## config.mk

```make
export PLATFORM = sky130hd
export DESIGN_NAME = pfrf_queue
export DESIGN_NICKNAME = d
export VERILOG_FILES = /design/src/pfrf_pkg.sv /design/src/pfrf_queue.sv
export SDC_FILE = /design/constraint.sdc
export NUM_CORES = 1
export LEC_CHECK = 0
export BUFFER_PORTS_ARGS = -buffer_cell sky130_fd_sc_hd__buf_2
export CAP_MARGIN = 20
export CORE_UTILIZATION = 50
export CTS_BUF_LIST = sky130_fd_sc_hd__clkbuf_16
export DETAILED_ROUTE_END_ITERATION = 7
export PLACE_DENSITY = 0.85
export SYNTH_ARGS = -nofsm -noshare
export SYNTH_HDL_FRONTEND = slang
export SYNTH_SLANG_ARGS = --single-unit
export TNS_END_PERCENT = 10
```

## constraint.sdc

```tcl
create_clock -name clock -period 2.6 [get_ports clock]
set_input_delay 0.26 -clock clock [delete_from_list [all_inputs] [get_ports clock]]
set_output_delay 0.26 -clock clock [all_outputs]
set_load 0.05 [all_outputs]
```

## src/pfrf_pkg.sv

```systemverilog
// Shared types, constants and the page mask helper for the paged framebuffer
// rectangle fill unit. No dependencies; imported by every module of the block.
package pfrf_pkg;

   localparam int unsigned COL_MAX_W  = 8;   // enough for up to 256 columns
   localparam int unsigned PAGE_MAX_W = 5;   // enough for up to 32 pages
   localparam int unsigned COORD_W    = 9;   // room for coordinate plus extent
   localparam logic [7:0]  BYTE_ONES  = 8'hFF;
   localparam logic [7:0]  BYTE_ZERO  = 8'h00;

   typedef enum logic [1:0] {
      MODE_DOT    = 2'd0,
      MODE_FILL   = 2'd1,
      MODE_INVERT = 2'd2,
      MODE_READ   = 2'd3
   } req_mode_type;

   typedef enum logic [1:0] {
      OP_SET,
      OP_CLEAR,
      OP_INVERT,
      OP_READ
   } cmd_op_type;

   typedef struct packed {
      cmd_op_type              op;
      logic                    on_screen;
      logic [COL_MAX_W-1:0]    col_first;
      logic [COL_MAX_W-1:0]    col_last;
      logic [PAGE_MAX_W-1:0]   page_first;
      logic [PAGE_MAX_W-1:0]   page_last;
      logic [2:0]              row_lo;
      logic [2:0]              row_hi;
   } cmd_type;

   typedef enum logic [2:0] {
      ST_CLEAR,
      ST_IDLE,
      ST_RD,
      ST_WR,
      ST_FETCH,
      ST_RESP
   } back_state_type;

   // Rows lo..hi of one page, bit 0 being the top row.
   function automatic logic [7:0] page_mask(input logic [2:0] lo, input logic [2:0] hi);
      return (BYTE_ONES << lo) & (BYTE_ONES >> (3'd7 - hi));
   endfunction

endpackage

```

## src/pfrf_queue.sv

```systemverilog
// Two-entry command queue between the front end and the drawing engine.
// Depends on pfrf_pkg for the descriptor type.
module pfrf_queue (
   input  logic              clock,
   input  logic              reset,
   input  logic              push,
   input  pfrf_pkg::cmd_type push_cmd,
   output logic              q_full,
   input  logic              pop,
   output logic              q_valid,
   output pfrf_pkg::cmd_type head_cmd
);
   import pfrf_pkg::*;

   cmd_type    slot_ff [2];
   logic       wr_ptr_ff, wr_ptr_in;
   logic       rd_ptr_ff, rd_ptr_in;
   logic [1:0] count_ff, count_in;

   assign q_full   = (count_ff == 2'd2);
   assign q_valid  = (count_ff != 2'd0);
   assign head_cmd = slot_ff[rd_ptr_ff];

   always_comb begin
      wr_ptr_in = wr_ptr_ff ^ push;
      rd_ptr_in = rd_ptr_ff ^ pop;
      count_in  = count_ff + 2'(push) - 2'(pop);
   end

   always_ff @(posedge clock) begin
      if (reset) begin
         wr_ptr_ff <= 1'b0;
         rd_ptr_ff <= 1'b0;
         count_ff  <= 2'd0;
      end else begin
         wr_ptr_ff <= wr_ptr_in;
         rd_ptr_ff <= rd_ptr_in;
         count_ff  <= count_in;
      end
   end

   always_ff @(posedge clock) begin
      if (push) begin
         slot_ff[wr_ptr_ff] <= push_cmd;
      end
   end

endmodule

```

**Yosys cells after proc, flatten, opt, wreduce, memory -nomap -nowiden**

Memory sizes are Yosys's and may differ from the RTL's. A register that Yosys moved wholly into a read port is not among the register bits.
Cells that the tools add are included.

- Register bits after elaboration: 4
- Latch bits: 0
- RAM bits: 70
- Bits in read-only memories: 0
- Bits of input ports: 39
- Output and inout bits: 37
- Logic and storage cells: 13
- Memories: 1

- $add $sub $neg: 2
- $mul: 0
- Divide/modulo/power cells: 0
- Magnitude comparators: 0
- Equal/unequal tests: 1
- Shift-type cells: 0
- Mux-type cells: 3
- Bitwise gates (word level): 2
- Reductions and logical operators: 1

Memory list:

| memory | words | bits a word | rd ports | clocked after Yosys merged registers in | write ports | RTL line | text |
|---|---|---|---|---|---|---|---|
| slot_ff | 2 | 35 | 1 | 1 | 1 | pfrf_queue.sv:15 | `cmd_type slot_ff [2];` |

Operators with widths:

| operator | count |
|---|---|
| 1-bit 2-to-1 mux | 3 |
| 2-bit by 1-bit adder with 2-bit output | 1 |
| 2-bit == test, second input constant | 1 |
| 2-bit nonzero test | 1 |
| 2-bit by 1-bit subtractor with 2-bit output | 1 |
| 1-bit XOR | 2 |

**Logic depth before layout (Yosys ltp)**

- Word-level depth: 2
- Mapped depth: 6
- Depth with buffers taken out: 6

**Worst setup path after synthesis**

Ideal clock, no wire load.

- Path type: register to register
- From: register wr_ptr_ff
- To: memory slot_ff[0][0] in the netlist's numbering, enable pin
- Library setup time: 0.396 ns
- Arrival time: 1.234 ns
- Data required time: 2.204 ns
- Path slack: 0.970 ns
- Stages on the path, launching flop included: 3
- Buffers on the path: 0
- Clock period less this slack: 1.630 ns
- Cell sequence: dfxtp_1 > inv_1 > ha_1

RTL lines:

| what | RTL line | text |
|---|---|---|
| start, declared | pfrf_queue.sv:16 | `logic wr_ptr_ff, wr_ptr_in;` |
| start signal, assigned | pfrf_queue.sv:36 | `wr_ptr_ff <= wr_ptr_in;` |
| end, declared | pfrf_queue.sv:15 |  |

Straight into the memory's write port.

==> flow_results.xml <==
<?xml version="1.0" encoding="UTF-8"?>
<metrics>
  <group name="timing">
    <metric name="final.setup_skew" unit="ps">4.74</metric>
    <metric name="max_clock_freq" unit="MHz">525</metric>
    <metric name="slew_headroom" unit="%">41.6</metric>
    <metric name="finalSetupViolCount" unit="">0</metric>
    <metric name="finalCriticalPeriod" unit="ps">1900</metric>
    <metric name="finalCritPeriodShare" unit="%">73.3</metric>
    <metric name="fin_setup_tns" unit="ps">0</metric>
    <metric name="final-max-slew-violation-count" unit="">0</metric>
    <metric name="rsz0062_at_grt" unit="">no</metric>
    <metric name="fin_hold_ws" unit="ps">130</metric>
    <metric name="timing_hold_violations_final" unit="">0</metric>
    <metric name="worst_slew_pin_slew" unit="ps">876</metric>
  </group>
  <group name="global_routing">
    <metric name="antenna_violations_before_repair" unit="">0</metric>
    <metric name="grt_first_pass_wirelength" unit="mm">6.79</metric>
    <metric name="groute.usage.overall" unit="%">15.9</metric>
    <metric name="largest_net_degree_at_the_start_of_global_routing" unit="">36</metric>
    <metric name="overflow_left_after_global_routing" unit="">0</metric>
    <metric name="vias_in_the_first_global_route" unit="">1455</metric>
  </group>
  <group name="yosys">
    <metric name="synthesis.instances" unit="">128</metric>
    <metric name="synth.lib_cells_used.distinct" unit="">13</metric>
    <metric name="synthesis.area_per_instance" unit="um2">22.5</metric>
    <metric name="yosysSeqAreaShare" unit="%">75.8</metric>
    <metric name="cell_area_synth" unit="um2">2880</metric>
    <metric name="yosysWarningCount" unit="">0</metric>
    <metric name="synth_nets" unit="">171</metric>
    <metric name="yosys_register_bits" unit="">74</metric>
  </group>
  <group name="floorplanning">
    <metric name="initial_utilization" unit="%">52.0</metric>
    <metric name="top_level_ports" unit="">76</metric>
    <metric name="floorplan.die_area" unit="um2">6070</metric>
    <metric name="standard_cell_row_count" unit="">27</metric>
    <metric name="die_w" unit="um">77.9</metric>
    <metric name="core_area" unit="um2">5540</metric>
    <metric name="chipHeight" unit="um">77.9</metric>
  </group>
  <group name="placement">
    <metric name="routabilityCongestion" unit="">0.735</metric>
    <metric name="placed_area" unit="um2">3300</metric>
    <metric name="portBuffers" unit="">75</metric>
  </group>
  <group name="final_layout">
    <metric name="n_antenna_cell" unit="">0</metric>
    <metric name="fillers" unit="">407</metric>
    <metric name="drive_gt1_share" unit="%">58.3</metric>
    <metric name="area_delta_synth_final" unit="%">23.4</metric>
    <metric name="final_area" unit="um2">3550</metric>
    <metric name="multi_input_gate_area_in_the_final_layout" unit="um2">619</metric>
    <metric name="area.sequential" unit="um2">2180</metric>
    <metric name="final_net_count" unit="">254</metric>
  </group>
  <group name="worst_setup_path">
    <metric name="critical_path_class" unit="">flop to primary output</metric>
    <metric name="critPathBufInv" unit="">2</metric>
    <metric name="worstPathArrival" unit="ps">1640</metric>
    <metric name="worst_r2r_path_depth" unit="">2</metric>
    <metric name="reg2reg_from" unit="">wr_ptr_ff</metric>
    <metric name="startpoint" unit="">rd_ptr_ff</metric>
    <metric name="setup.worst_path.end_class" unit="">primary output</metric>
    <metric name="critical_path.cell_chain" unit="">buf_12, mux2_2, buf_2</metric>
    <metric name="cp_max_fo" unit="">29</metric>
    <metric name="worstPathRequired" unit="ps">2340</metric>
    <metric name="cpMaxStageDelayCell" unit="">sky130_fd_sc_hd__dfxtp_2</metric>
    <metric name="r2r_setup_slack" unit="ps">1100</metric>
    <metric name="critical-path-max-stage-delay" unit="ps">470</metric>
    <metric name="endpoint" unit="">head_cmd[0]</metric>
    <metric name="startpoint_type" unit="">flop</metric>
    <metric name="cp_top_family" unit="">buffers and inverters</metric>
    <metric name="critical_path_cell_count" unit="">3</metric>
    <metric name="worstReg2RegEnd" unit="">slot_ff[0][27]</metric>
  </group>
  <group name="clock_network">
    <metric name="clk_root_buffer_cell" unit="">sky130_fd_sc_hd__clkbuf_16</metric>
    <metric name="cts.repair_timing.setup_buffer_count" unit="">0</metric>
    <metric name="cts_tree" unit="">built</metric>
    <metric name="holdBufCountCts" unit="">0</metric>
    <metric name="cts_resized" unit="">0</metric>
    <metric name="cts_buffers" unit="">9</metric>
    <metric name="clock-sinks" unit="">74</metric>
    <metric name="cts-root-to-sink-buffers" unit="">2</metric>
    <metric name="clk-insertion-delay-late" unit="ps">310</metric>
    <metric name="clkSlewWorstSetupHoldPaths" unit="ps">50</metric>
    <metric name="clock_h_tree_levels" unit="">3</metric>
  </group>
  <group name="route">
    <metric name="drc_errors" unit="">0</metric>
    <metric name="routedWlPerCell" unit="um">15.2</metric>
    <metric name="vias" unit="">1401</metric>
    <metric name="ant_nets" unit="">0</metric>
    <metric name="vias_per_cell" unit="">4.86</metric>
    <metric name="drt_wl_total" unit="mm">4.38</metric>
    <metric name="drtIter0Drc" unit="">58</metric>
    <metric name="detail_route.first_pass.iterations" unit="">4</metric>
  </group>
  <group name="job">
    <metric name="maximum_capacitance_violations" unit="">0</metric>
  </group>
  <group name="run_status">
    <metric name="run_status" unit="">finished, final reports clean</metric>
  </group>
  <group name="power">
    <metric name="cellPowerDensity" unit="nW/um2">845</metric>
    <metric name="leakagePower" unit="nW">1.44</metric>
    <metric name="max_rail_drop_vdd" unit="uV">755</metric>
  </group>
  <group name="min_path">
    <metric name="worstHoldPathType" unit="">input pin to flop</metric>
  </group>
</metrics>
==> placed cells by master (no fill, tap or decap) <==
cell type	Yosys	final
sky130_fd_sc_hd__buf_12	3	1
sky130_fd_sc_hd__mux2_2	6	6
sky130_fd_sc_hd__dfxtp_2	0	1
sky130_fd_sc_hd__edfxtp_1	70	70
sky130_fd_sc_hd__or2_2	1	1
sky130_fd_sc_hd__nor2_1	3	3
sky130_fd_sc_hd__buf_2	0	75
sky130_fd_sc_hd__dfxtp_1	4	3
sky130_fd_sc_hd__xnor3_1	1	1
sky130_fd_sc_hd__clkinv_2	0	2
sky130_fd_sc_hd__ha_2	0	2
sky130_fd_sc_hd__nor2b_1	2	2
sky130_fd_sc_hd__xnor2_1	1	1
sky130_fd_sc_hd__clkbuf_16	0	9
sky130_fd_sc_hd__clkinv_1	0	3
sky130_fd_sc_hd__inv_1	3	5
sky130_fd_sc_hd__ha_1	4	2
sky130_fd_sc_hd__mux2_4	29	29
==> state kept, by name, indices dropped and copies added (netlist names) <==
signal     count
rd_ptr_ff      1
slot_ff       70
wr_ptr_ff      1
count_ff       2
==> final cells by class <==
cell class              count  area share, %
repair buffers             76           11.1
flip-flops and latches     74           61.4
clock inverters             7          0.810
clock buffers               9           6.34
well taps                  72           2.54
inverters                   3          0.317
multi-input cells          47           17.4
==> cells in the mapped netlist (all sizes together) <==
cell	count	area [um2]
dfxtp	4	80.1
mux2	35	503
edfxtp	70	2100
or2	1	6.26
nor2	3	11.3
buf	4	71.3
ha	4	50.1
inv	3	11.3
xnor2	1	8.76
xnor3	1	22.5
nor2b	2	12.5
==> per-layer routing <==
metal,vias up,track usage (%),share of wire [%]
li1,663,-,-
met1,676,16.2,39
met2,52,27.5,53
met3,10,5.76,5.3
met4,0,10.4,3.0
met5,-,0,0
==> worst reg2reg max path: cells and delay by family (launching register included) <==
kind | cells | cell delay (ps)
flip-flops | 1 | 320
buffers and inverters | 1 | 60
adder cells (fa/ha/maj) | 1 | 740
==> through the flow <==
stage	instances	setup slack, ps	total power (W)	util (%)
after global routing	288	614	0.00312	64.1
after floorplan	128	970	0.00190	-
final	288	695	0.00300	64.1
after detailed placement	272	1010	0.00201	59.6
after CTS	288	668	0.00303	64.1
after global placement	272	1030	0.00200	59.6
==> how the worst min path moves through the flow <==
stage / to / start / cells past startpoint
after global placement: slot_ff[0][12] / push_cmd[12] / 1
after floorplan: wr_ptr_ff / reset / 1
after CTS: slot_ff[0][9] / push_cmd[9] / 1
final: slot_ff[1][1] / push_cmd[1] / 1
after global routing: slot_ff[1][9] / push_cmd[9] / 1
after detailed placement: slot_ff[1][1] / push_cmd[1] / 1
==> cell families after synthesis <==
kind of cell  share of synthesized area (%)
xor+xnor                               1.09
fa+ha+maj                              1.74
buf+inv                                2.87
flops                                  75.8
mux                                    17.5
simple gates                           1.04
==> power breakdown <==
group | internal, W | total [W] | switching (W)
clock network | 0.000623 | 0.00102 | 0.000399
registers | 0.00139 | 0.00142 | 0.0000301
logic | 0.000189 | 0.000556 | 0.000367
total | 0.00221 | 0.00300 | 0.000796
No activity file was read; power rests on OpenSTA's default activity.
