$ cat config.mk
export PLATFORM = sky130hd
export DESIGN_NAME = pfrf_front
export DESIGN_NICKNAME = d
export VERILOG_FILES = /design/src/pfrf_pkg.sv /design/src/pfrf_front.sv
export SDC_FILE = /design/constraint.sdc
export NUM_CORES = 1
export LEC_CHECK = 0
export BUFFER_PORTS_ARGS = -buffer_cell sky130_fd_sc_hd__buf_4
export CAP_MARGIN = 40
export CORE_MARGIN = 3
export CORE_UTILIZATION = 44
export DETAILED_ROUTE_END_ITERATION = 10
export PLACE_DENSITY = 0.9
export SETUP_SLACK_MARGIN = 0.2
export SYNTH_ARGS = -nofsm -noshare
export SYNTH_HDL_FRONTEND = slang
export SYNTH_SLANG_ARGS = --single-unit
$ cat constraint.sdc
create_clock -name vclk -period 6.9
set_input_delay 1.035 -clock vclk [all_inputs]
set_output_delay 1.035 -clock vclk [all_outputs]
set_load 0.03 [all_outputs]
$ cat src/pfrf_pkg.sv
// Shared types, constants and the page mask helper for the paged framebuffer
// rectangle fill unit. No dependencies; imported by every module of the block.
package pfrf_pkg;

   localparam int unsigned COL_MAX_W  = 8;   // enough for up to 256 columns
   localparam int unsigned PAGE_MAX_W = 5;   // enough for up to 32 pages
   localparam int unsigned COORD_W    = 9;   // room for coordinate plus extent
   localparam logic [7:0]  BYTE_ONES  = 8'hFF;
   localparam logic [7:0]  BYTE_ZERO  = 8'h00;

   typedef enum logic [1:0] {
      MODE_DOT    = 2'd0,
      MODE_FILL   = 2'd1,
      MODE_INVERT = 2'd2,
      MODE_READ   = 2'd3
   } req_mode_type;

   typedef enum logic [1:0] {
      OP_SET,
      OP_CLEAR,
      OP_INVERT,
      OP_READ
   } cmd_op_type;

   typedef struct packed {
      cmd_op_type              op;
      logic                    on_screen;
      logic [COL_MAX_W-1:0]    col_first;
      logic [COL_MAX_W-1:0]    col_last;
      logic [PAGE_MAX_W-1:0]   page_first;
      logic [PAGE_MAX_W-1:0]   page_last;
      logic [2:0]              row_lo;
      logic [2:0]              row_hi;
   } cmd_type;

   typedef enum logic [2:0] {
      ST_CLEAR,
      ST_IDLE,
      ST_RD,
      ST_WR,
      ST_FETCH,
      ST_RESP
   } back_state_type;

   // Rows lo..hi of one page, bit 0 being the top row.
   function automatic logic [7:0] page_mask(input logic [2:0] lo, input logic [2:0] hi);
      return (BYTE_ONES << lo) & (BYTE_ONES >> (3'd7 - hi));
   endfunction

endpackage

$ cat src/pfrf_front.sv
// Front end: accepts command items, clips them to the display and turns them
// into descriptors for the command queue. Depends on pfrf_pkg.
module pfrf_front #(
   parameter int unsigned COLUMNS = 128,
   parameter int unsigned ROWS    = 64
) (
   input  logic             req_tvalid,
   output logic             req_tready,
   input  logic [31:0]      req_tdata,  // x[6:0], y[12:7], width[19:13], height[25:20], color[26]
   input  logic [1:0]       req_tuser,  // mode[1:0]
   input  logic             clearing,
   input  logic             q_full,
   output logic             push,
   output pfrf_pkg::cmd_type push_cmd
);
   import pfrf_pkg::*;

   logic [6:0]         x;
   logic [5:0]         y;
   logic [6:0]         width;
   logic [5:0]         height;
   logic               color;
   req_mode_type       mode;
   logic [COORD_W-1:0] x_ext, y_ext, x_sum, y_sum, x_last, y_last;
   logic [COORD_W-1:0] col_lim, row_lim;
   logic               on_screen;

   assign x      = req_tdata[6:0];
   assign y      = req_tdata[12:7];
   assign width  = req_tdata[19:13];
   assign height = req_tdata[25:20];
   assign color  = req_tdata[26];
   assign mode   = req_mode_type'(req_tuser);

   assign req_tready = !q_full && !clearing;
   assign push       = req_tvalid && req_tready;

   always_comb begin
      x_ext     = COORD_W'(x);
      y_ext     = COORD_W'(y);
      col_lim   = COORD_W'(COLUMNS - 1);
      row_lim   = COORD_W'(ROWS - 1);
      on_screen = (x_ext < COORD_W'(COLUMNS)) && (y_ext < COORD_W'(ROWS));
      // a dot is a one-pixel rectangle
      if (mode == MODE_DOT) begin
         x_sum = x_ext;
         y_sum = y_ext;
      end else begin
         x_sum = x_ext + COORD_W'(width);
         y_sum = y_ext + COORD_W'(height);
      end
      x_last = (x_sum > col_lim) ? col_lim : x_sum;
      y_last = (y_sum > row_lim) ? row_lim : y_sum;

      push_cmd.on_screen  = on_screen;
      push_cmd.col_first  = x_ext[COL_MAX_W-1:0];
      push_cmd.col_last   = x_last[COL_MAX_W-1:0];
      push_cmd.page_first = y_ext[PAGE_MAX_W+2:3];
      push_cmd.page_last  = y_last[PAGE_MAX_W+2:3];
      push_cmd.row_lo     = y_ext[2:0];
      push_cmd.row_hi     = y_last[2:0];

      unique case (mode) inside
         MODE_DOT, MODE_FILL: push_cmd.op = color ? OP_SET : OP_CLEAR;
         MODE_INVERT:         push_cmd.op = OP_INVERT;
         default:             push_cmd.op = OP_READ;
      endcase
      // outside the display nothing changes: only the read-back remains
      if (!on_screen) begin
         push_cmd.op = OP_READ;
      end
   end

endmodule

Word-level counts from Yosys, hierarchy flattened
Index checks and enable logic that the tools add are counted.
Word-level totals
  flip-flop bits (word level): 0
  word-level logic and storage cells: 18
  output and inout port bits: 37
Cells by class
  $lt $le $gt $ge: 2
  reduce and logical (&&, ||, !) cells: 6
  mux-type cells: 6
  eq/ne operators: 2
  add/subtract/negate cells: 2
Operator list (number)
  $mux W8: 3
  $gt A9 B6 Y1 const B: 1
  $gt A9 B7 Y1 const B: 1
  $add A7 B7 Y8: 1
  $add A6 B6 Y7: 1
  $mux W7: 1
  $pmux W2 S2: 1
  $eq A2 B1 Y1 const B: 1
  $eq A2 B2 Y1 const B: 1
  $logic_and A1 B1 Y1: 2
  $logic_not A1 Y1: 2
  $logic_not A2 Y1: 1
  $reduce_or A2 Y1: 1
  $mux W1: 1

Depth between registers and ports, before layout
Gate-level depths: netlist of run 1.
  depth in word-level cells: 4
  depth in mapped cells: 6
  gate-level depth less buffers: 6

Least setup slack after synthesis of run 1
No wires, ideal clock.
  path kind: input to output
  start: input port req_tdata[0]
  end: output port push_cmd[22] (netlist name)
  cell stages on the path: 6
  data required time: 5.865 ns
  arrival time: 2.730 ns
  path slack: 3.135 ns
  path through: ha_1 -> fa_1 -> a211oi_1 -> nor2_1 -> mux2_1 -> o32a_1
RTL lines
  from (decl): RTL line pfrf_front.sv:9  | input logic [31:0] req_tdata,
  to (decl): RTL line pfrf_front.sv:14  | output pfrf_pkg::cmd_type push_cmd

==> summary.md, run 1 <==
| Metric | Value |
|---|---|
| Outcome | `completed` |
| CP required | `between 5000 and 6000 ps` |
| Post-CTS Setup Bufs | `0` |
| Area leader, netlist | `ha_1` |
| GRT overflow | `0` |
| Slowest cell on crit path | `fa_1` |
| Final Util | `approximately two thirds` |
| Most frequent cell after synthesis | `buf_4` |
| IO buf count | `62` |
| Largest net degree at the start of global routing | `16` |
| Initial antenna violation count | `0` |
| Setup WS post-layout | `~2800 ps` |
| CP Max Fanout | `3` |
| CP arrival | `3040 ps` |
| WHS Path Cells | `2` |
| DRT Pass-1 Iters | `4` |
| Slew @ Worst Pin | `approximately 520 ps` |
| Hold Crit Start | `req_tdata[5]` |
| Worst path bufs/invs | `2` |
| Worst hold-check path type | `primary input to output pin` |
| Final-report max-slew violation count | `0` |
| Resized cells post-CTS | `0` |
| Layout cells sized above 1 | `a little under 40%` |
| RSZ-0062 raised after global routing | `no` |
| Initial Util | `between 40% and 50%` |
| First-pass GRT wire length | `3730 um` |
| End of the worst hold path | `push_cmd[29]` |
| Yosys warns | `0` |
| Wire length per cell | `12.7 um` |
| Yosys top cell area share | `approximately 18%` |
| Fmax | `246 MHz` |
| Multi-input gate area | `~740 sq um` |
| Post-synth cell types | `36` |
| GP Congestion | `~0.8` |
| # clk buffers | `0` |
| Final antenna-violating net count | `0` |
| Setup TNS | `0 ps` |
| Pleak | `0.643 nW` |
| Number of remaining DRC errors | `0` |
| P per Cell Area | `around 120 nW/um^2` |
| Via count | `roughly 1000` |
| Area growth from synthesis to layout | `39.7%` |
| VDD IR-drop max | `around 0.063 mV` |
| Worst stage delay on the critical path | `approximately 440 ps` |
| Final net count | `between 200 and 250` |
| Total wire length | `around 2400 um` |
| Crit-path cells | `buf_4, ha_1, fa_1, a211oi_1, nor2_1, mux2_1, o32a_1, buf_4` |
| I/O pin total | `74` |
| # Max-Cap Violations | `0` |
| Sequential cell count | `0` |
| Hold_buf cts | `0` |
| Dpl ws | `2830 ps` |
| FP Rows | `15` |
| Post-synth top cells | `buf_4, nor2_1, ha_1, o22a_1, a21oi_1` |
| Antenna Cells | `0` |
| Worst Setup End Kind | `output pin` |
| Dpl hpwl | `2140 um` |
| Total core area | `roughly 1800 sq um` |
| Final hold vios | `0` |
| Die width | `around 51 um` |
| Die Area | `2600 sq um` |
| Crit path kind | `primary input to output pin` |
| Initial DRC Count | `8` |
| Vias in the first global route | `898` |
| Post-Syn Area | `just under 900 sq um` |
| Minimum clock period | `between 4000 and 5000 ps` |
| Top cell by count, worst path | `buf_4` |
| Rel. slew slack | `roughly two thirds` |
| Tot GR Track Use | `between 10% and 20%` |
| Ranking of synthesized cells by area | `ha_1, buf_4, o22a_1` |
| # fillers | `~150` |
| Seq/Total Area, Yosys | `0%` |
| Worst path top cell family by delay | `adder cells` |
| Die Y | `approximately 51 um` |
| Mapped Cells | `120` |
| Startpoint Class | `primary input` |
| Final setup vio count | `0` |
| Storage element area | `0 sq um` |
| Avg Cell Area, Syn | `roughly 7.4 sq um` |
| Period utilisation layout | `between 50% and 60%` |
| Mean number of vias per cell | `roughly 5.4` |
-- layout by cell type, fill, tap and decap left out, types with 2 or more instances in the layout --
cell type	instances
a211oi_1	5
a21o_1	5
a21oi_1	6
buf_4	62
conb_1	7
fa_1	2
ha_1	13
mux2i_1	2
nand2_1	4
nor2_1	14
nor3_1	4
o211ai_1	2
o21a_1	3
o21ai_0	3
o21ai_1	2
o22a_1	9
xnor2_1	2
xor2_1	2
-- cells by family (layout without fill, tap and decap cells) --
kind of cell / Yosys count / in the layout / synth area share (%)
AO/OA/AOI/OAI: 39 / 39 / 32.3
other: 2 / 7 / 0.843
buffers and inverters: 24 / 63 / 18.5
multiplexers: 3 / 3 / 3.51
adder cells (fa/ha/maj): 15 / 15 / 22.8
XOR/XNOR: 4 / 4 / 3.93
AND/OR/NAND/NOR: 33 / 33 / 18.1
-- metrics by stage --
step	std cells	power [W]	area [sq um]	hold slack (ps)
after floorplan	125	0.000107	910	2180
after global placement	189	0.000148	1240	2310
after detailed placement	189	0.000153	1240	2310
after CTS	189	0.000153	1240	2310
after global routing	189	0.000164	1240	2320
final	189	0.000153	1240	2310
-- layer usage --
layer | vias to the layer above | routed length, um | track usage [%]
li1 | 510 | - | -
met1 | 457 | 1000 | 20.9
met4 | 0 | 36 | 2.69
met5 | - | 0 | 0
met3 | 4 | 148 | 0.583
met2 | 47 | 1220 | 34.3
-- layout make-up --
type	count	share of cell area, %
timing repair buffer	62	37.4
tap	25	2.51
multi-input combinational	101	59.8
inverter	1	0.302
-- where the power goes --
part           internal, W  switching, W  total, W
logic            0.0000649     0.0000882  0.000153
clock network            0             0         0
registers                0             0         0
total            0.0000649     0.0000882  0.000153
-- how the worst max path moves through the flow --
| stage | from | to | slack (ps) | depth (start not counted) |
|---|---|---|---|---|
| after floorplan | req_tdata[0] | push_cmd[22] | 3130 | 6 |
| after global placement | req_tdata[0] | push_cmd[22] | 2880 | 8 |
| after detailed placement | req_tdata[0] | push_cmd[22] | 2830 | 8 |
| after CTS | req_tdata[0] | push_cmd[22] | 2820 | 8 |
| after global routing | req_tdata[0] | push_cmd[22] | 2750 | 8 |
| final | req_tdata[0] | push_cmd[22] | 2830 | 8 |
Note: power is estimated with default switching activity, not from simulation.
==> run 2: changes to the inputs <==
Settings changed: ABC_AREA set to 1, CORE_UTILIZATION 44 to 43, PLACE_DENSITY 0.9 to 0.86.
Clock period 6.9 ns to 4 ns, I/O delays scaled along.
==> summary.md, run 2 <==
| Metric | Value |
|---|---|
| IO buf count | `62` |
| Worst hold-check path type | `primary input to output pin` |
| Final setup vio count | `0` |
| Avg Cell Area, Syn | `about 6 sq um` |
| Final antenna-violating net count | `0` |
| VDD IR-drop max | `~0.11 mV` |
| GR Layer Usage met1 | `18.6%` |
| Die width | `between 50 and 60 um` |
| Worst stage delay on the critical path | `between 400 and 500 ps` |
| Hold_buf cts | `0` |
| Initial antenna violation count | `0` |
| # clk buffers | `0` |
| Post-Syn Area | `around 970 sq um` |
| Post-synth cell types | `24` |
| First-pass GRT wire length | `slightly below 4000 um` |
| Area growth from synthesis to layout | `36.5%` |
| Layout cells sized above 1 | `~37%` |
| Largest net degree at the start of global routing | `16` |
| Commonest non-fill, non-tap cells in the layout | `buf_4, nand2_1, nor2_1, inv_1, ha_1` |
| Setup TNS | `0 ps` |
| Met2 usage | `about 38%` |
| Final hold vios | `0` |
| Fmax | `between 300 and 400 MHz` |
| Wire length per cell | `10.8 um` |
| Startpoint Class | `primary input` |
| Total core area | `2040 sq um` |
| Post-synth top cells | `nand2_1, nor2_1, buf_4, inv_1, ha_1` |
| FP Rows | `16` |
| GRT busiest layer | `met2` |
| Number of remaining DRC errors | `0` |
| Yosys warns | `0` |
| Final net count | `between 200 and 300` |
| Initial Util | `47.3%` |
| Dpl hpwl | `approximately 2200 um` |
| Tot GR Track Use | `between 10% and 20%` |
| Minimum clock period | `around 2800 ps` |
| Commonest non-fill, non-tap cell in the layout | `buf_4` |
| Pleak | `about 0.75 nW` |
| Final-report max-slew violation count | `0` |
| Final Non-Filler Cells | `about 230` |
| Final Power | `around 0.00026 W` |
| # Max-Cap Violations | `0` |
| RSZ-0062 raised after global routing | `no` |
| Area leader, netlist | `ha_1` |
| Post-CTS Setup Bufs | `0` |
| GRT overflow | `0` |
| Most frequent cell after synthesis | `nand2_1` |
| Mapped Cells | `160` |
| Crit-path cells | `buf_4, ha_1, fa_1, nand3_1, nand3_1, nor2_1, a21oi_1, buf_4` |
| Grt met3 use | `less than 1%` |
| Yosys top cell area share | `about 17%` |
| CP Max Fanout | `4` |
| CP required | `between 3000 and 4000 ps` |
| CP arrival | `about 2200 ps` |
| Outcome | `completed` |
| GP Congestion | `approximately 0.74` |
| # fillers | `roughly 220` |
| Via count | `around 1100` |
| Initial DRC Count | `6` |
| Antenna Cells | `0` |
| Seq/Total Area, Yosys | `0%` |
| Die Area | `2850 sq um` |
| P per Cell Area | `199 nW/um^2` |
| Crit path kind | `primary input to output pin` |
| I/O pin total | `74` |
| Die Y | `53.4 um` |
| Sequential cell count | `0` |
| Period utilisation layout | `around 70%` |
| Resized cells post-CTS | `0` |
| Storage element area | `0 sq um` |
| Vias in the first global route | `1020` |
| Ranking of synthesized cells by area | `ha_1, buf_4, nand2_1` |
| Slowest cell on crit path | `fa_1` |
| Mean number of vias per cell | `between 4 and 5` |
| Total wire length | `~2500 um` |
| DRT Pass-1 Iters | `4` |
| Placed insts | `roughly 230` |
| Worst Setup End Kind | `output pin` |
| Final hold slack | `around 1400 ps` |
## run 2: changes by cell type after synthesis, sizes merged, moves of 4 or more
cell and change:
nand3 +10, nand2 +35, nor3 -4, inv +16, a21o -5, a211oi -5
nor2 +11, a21oi +8, o22a -9
## run 2: path summary, 6_finish.rpt
path	endpoint	from	cells after the start
worst max-delay path	push_cmd[7]	req_tdata[7]	8
worst min-delay path	push_cmd[29]	req_tdata[5]	2
## run 2: per-layer routing
layer | vias up | part of all wire, % | routed length, um
li1 | 573 | - | -
met1 | 510 | 36 | 895
met2 | 37 | 58 | 1460
met3 | 0 | 6.3 | 158
met4 | 0 | 0 | 0
met5 | - | 0 | 0
## run 2: critical path, delay by kind of cell
kind,cells,cell delay [ps]
adder cells (fa/ha/maj),2,670
AND/OR/NAND/NOR,3,460
buffers and inverters,2,300
AO/OA/AOI/OAI,1,130
## run 2: cell families after synthesis
kind of cell             count (synthesis)  synth area share [%]
AND/OR/NAND/NOR                         79                  36.9
XOR/XNOR                                 6                  5.44
buffers and inverters                   39                  23.7
AO/OA/AOI/OAI                           19                  12.2
other                                    2                 0.777
adder cells (fa/ha/maj)                 15                  21.0
## run 2: layout make-up
class | instances | area (sq um) | share of cell area, %
multi-input combinational | 126 | 756 | 57.3
tap | 27 | 33.8 | 2.56
inverter | 17 | 63.8 | 4.84
timing repair buffer | 62 | 465 | 35.3
## run 2: metrics by stage
step           setup WS (ps)  utilization (%)  cell area (sq um)
3_3_place_gp            1270             64.6               1320
4_1_cts                 1250             64.6               1320
3_5_place_dp            1250             64.6               1320
2_1_floorplan           1370                -                985
5_1_grt                 1090             64.6               1320
6_report                1240             64.6               1320
## run 2: where the power goes
group	switching, W	total (W)	internal, W	leakage [nW]
Sequential	0	0	0	0
Combinational	0.000158	0.000262	0.000103	0.752
Clock	0	0	0	0
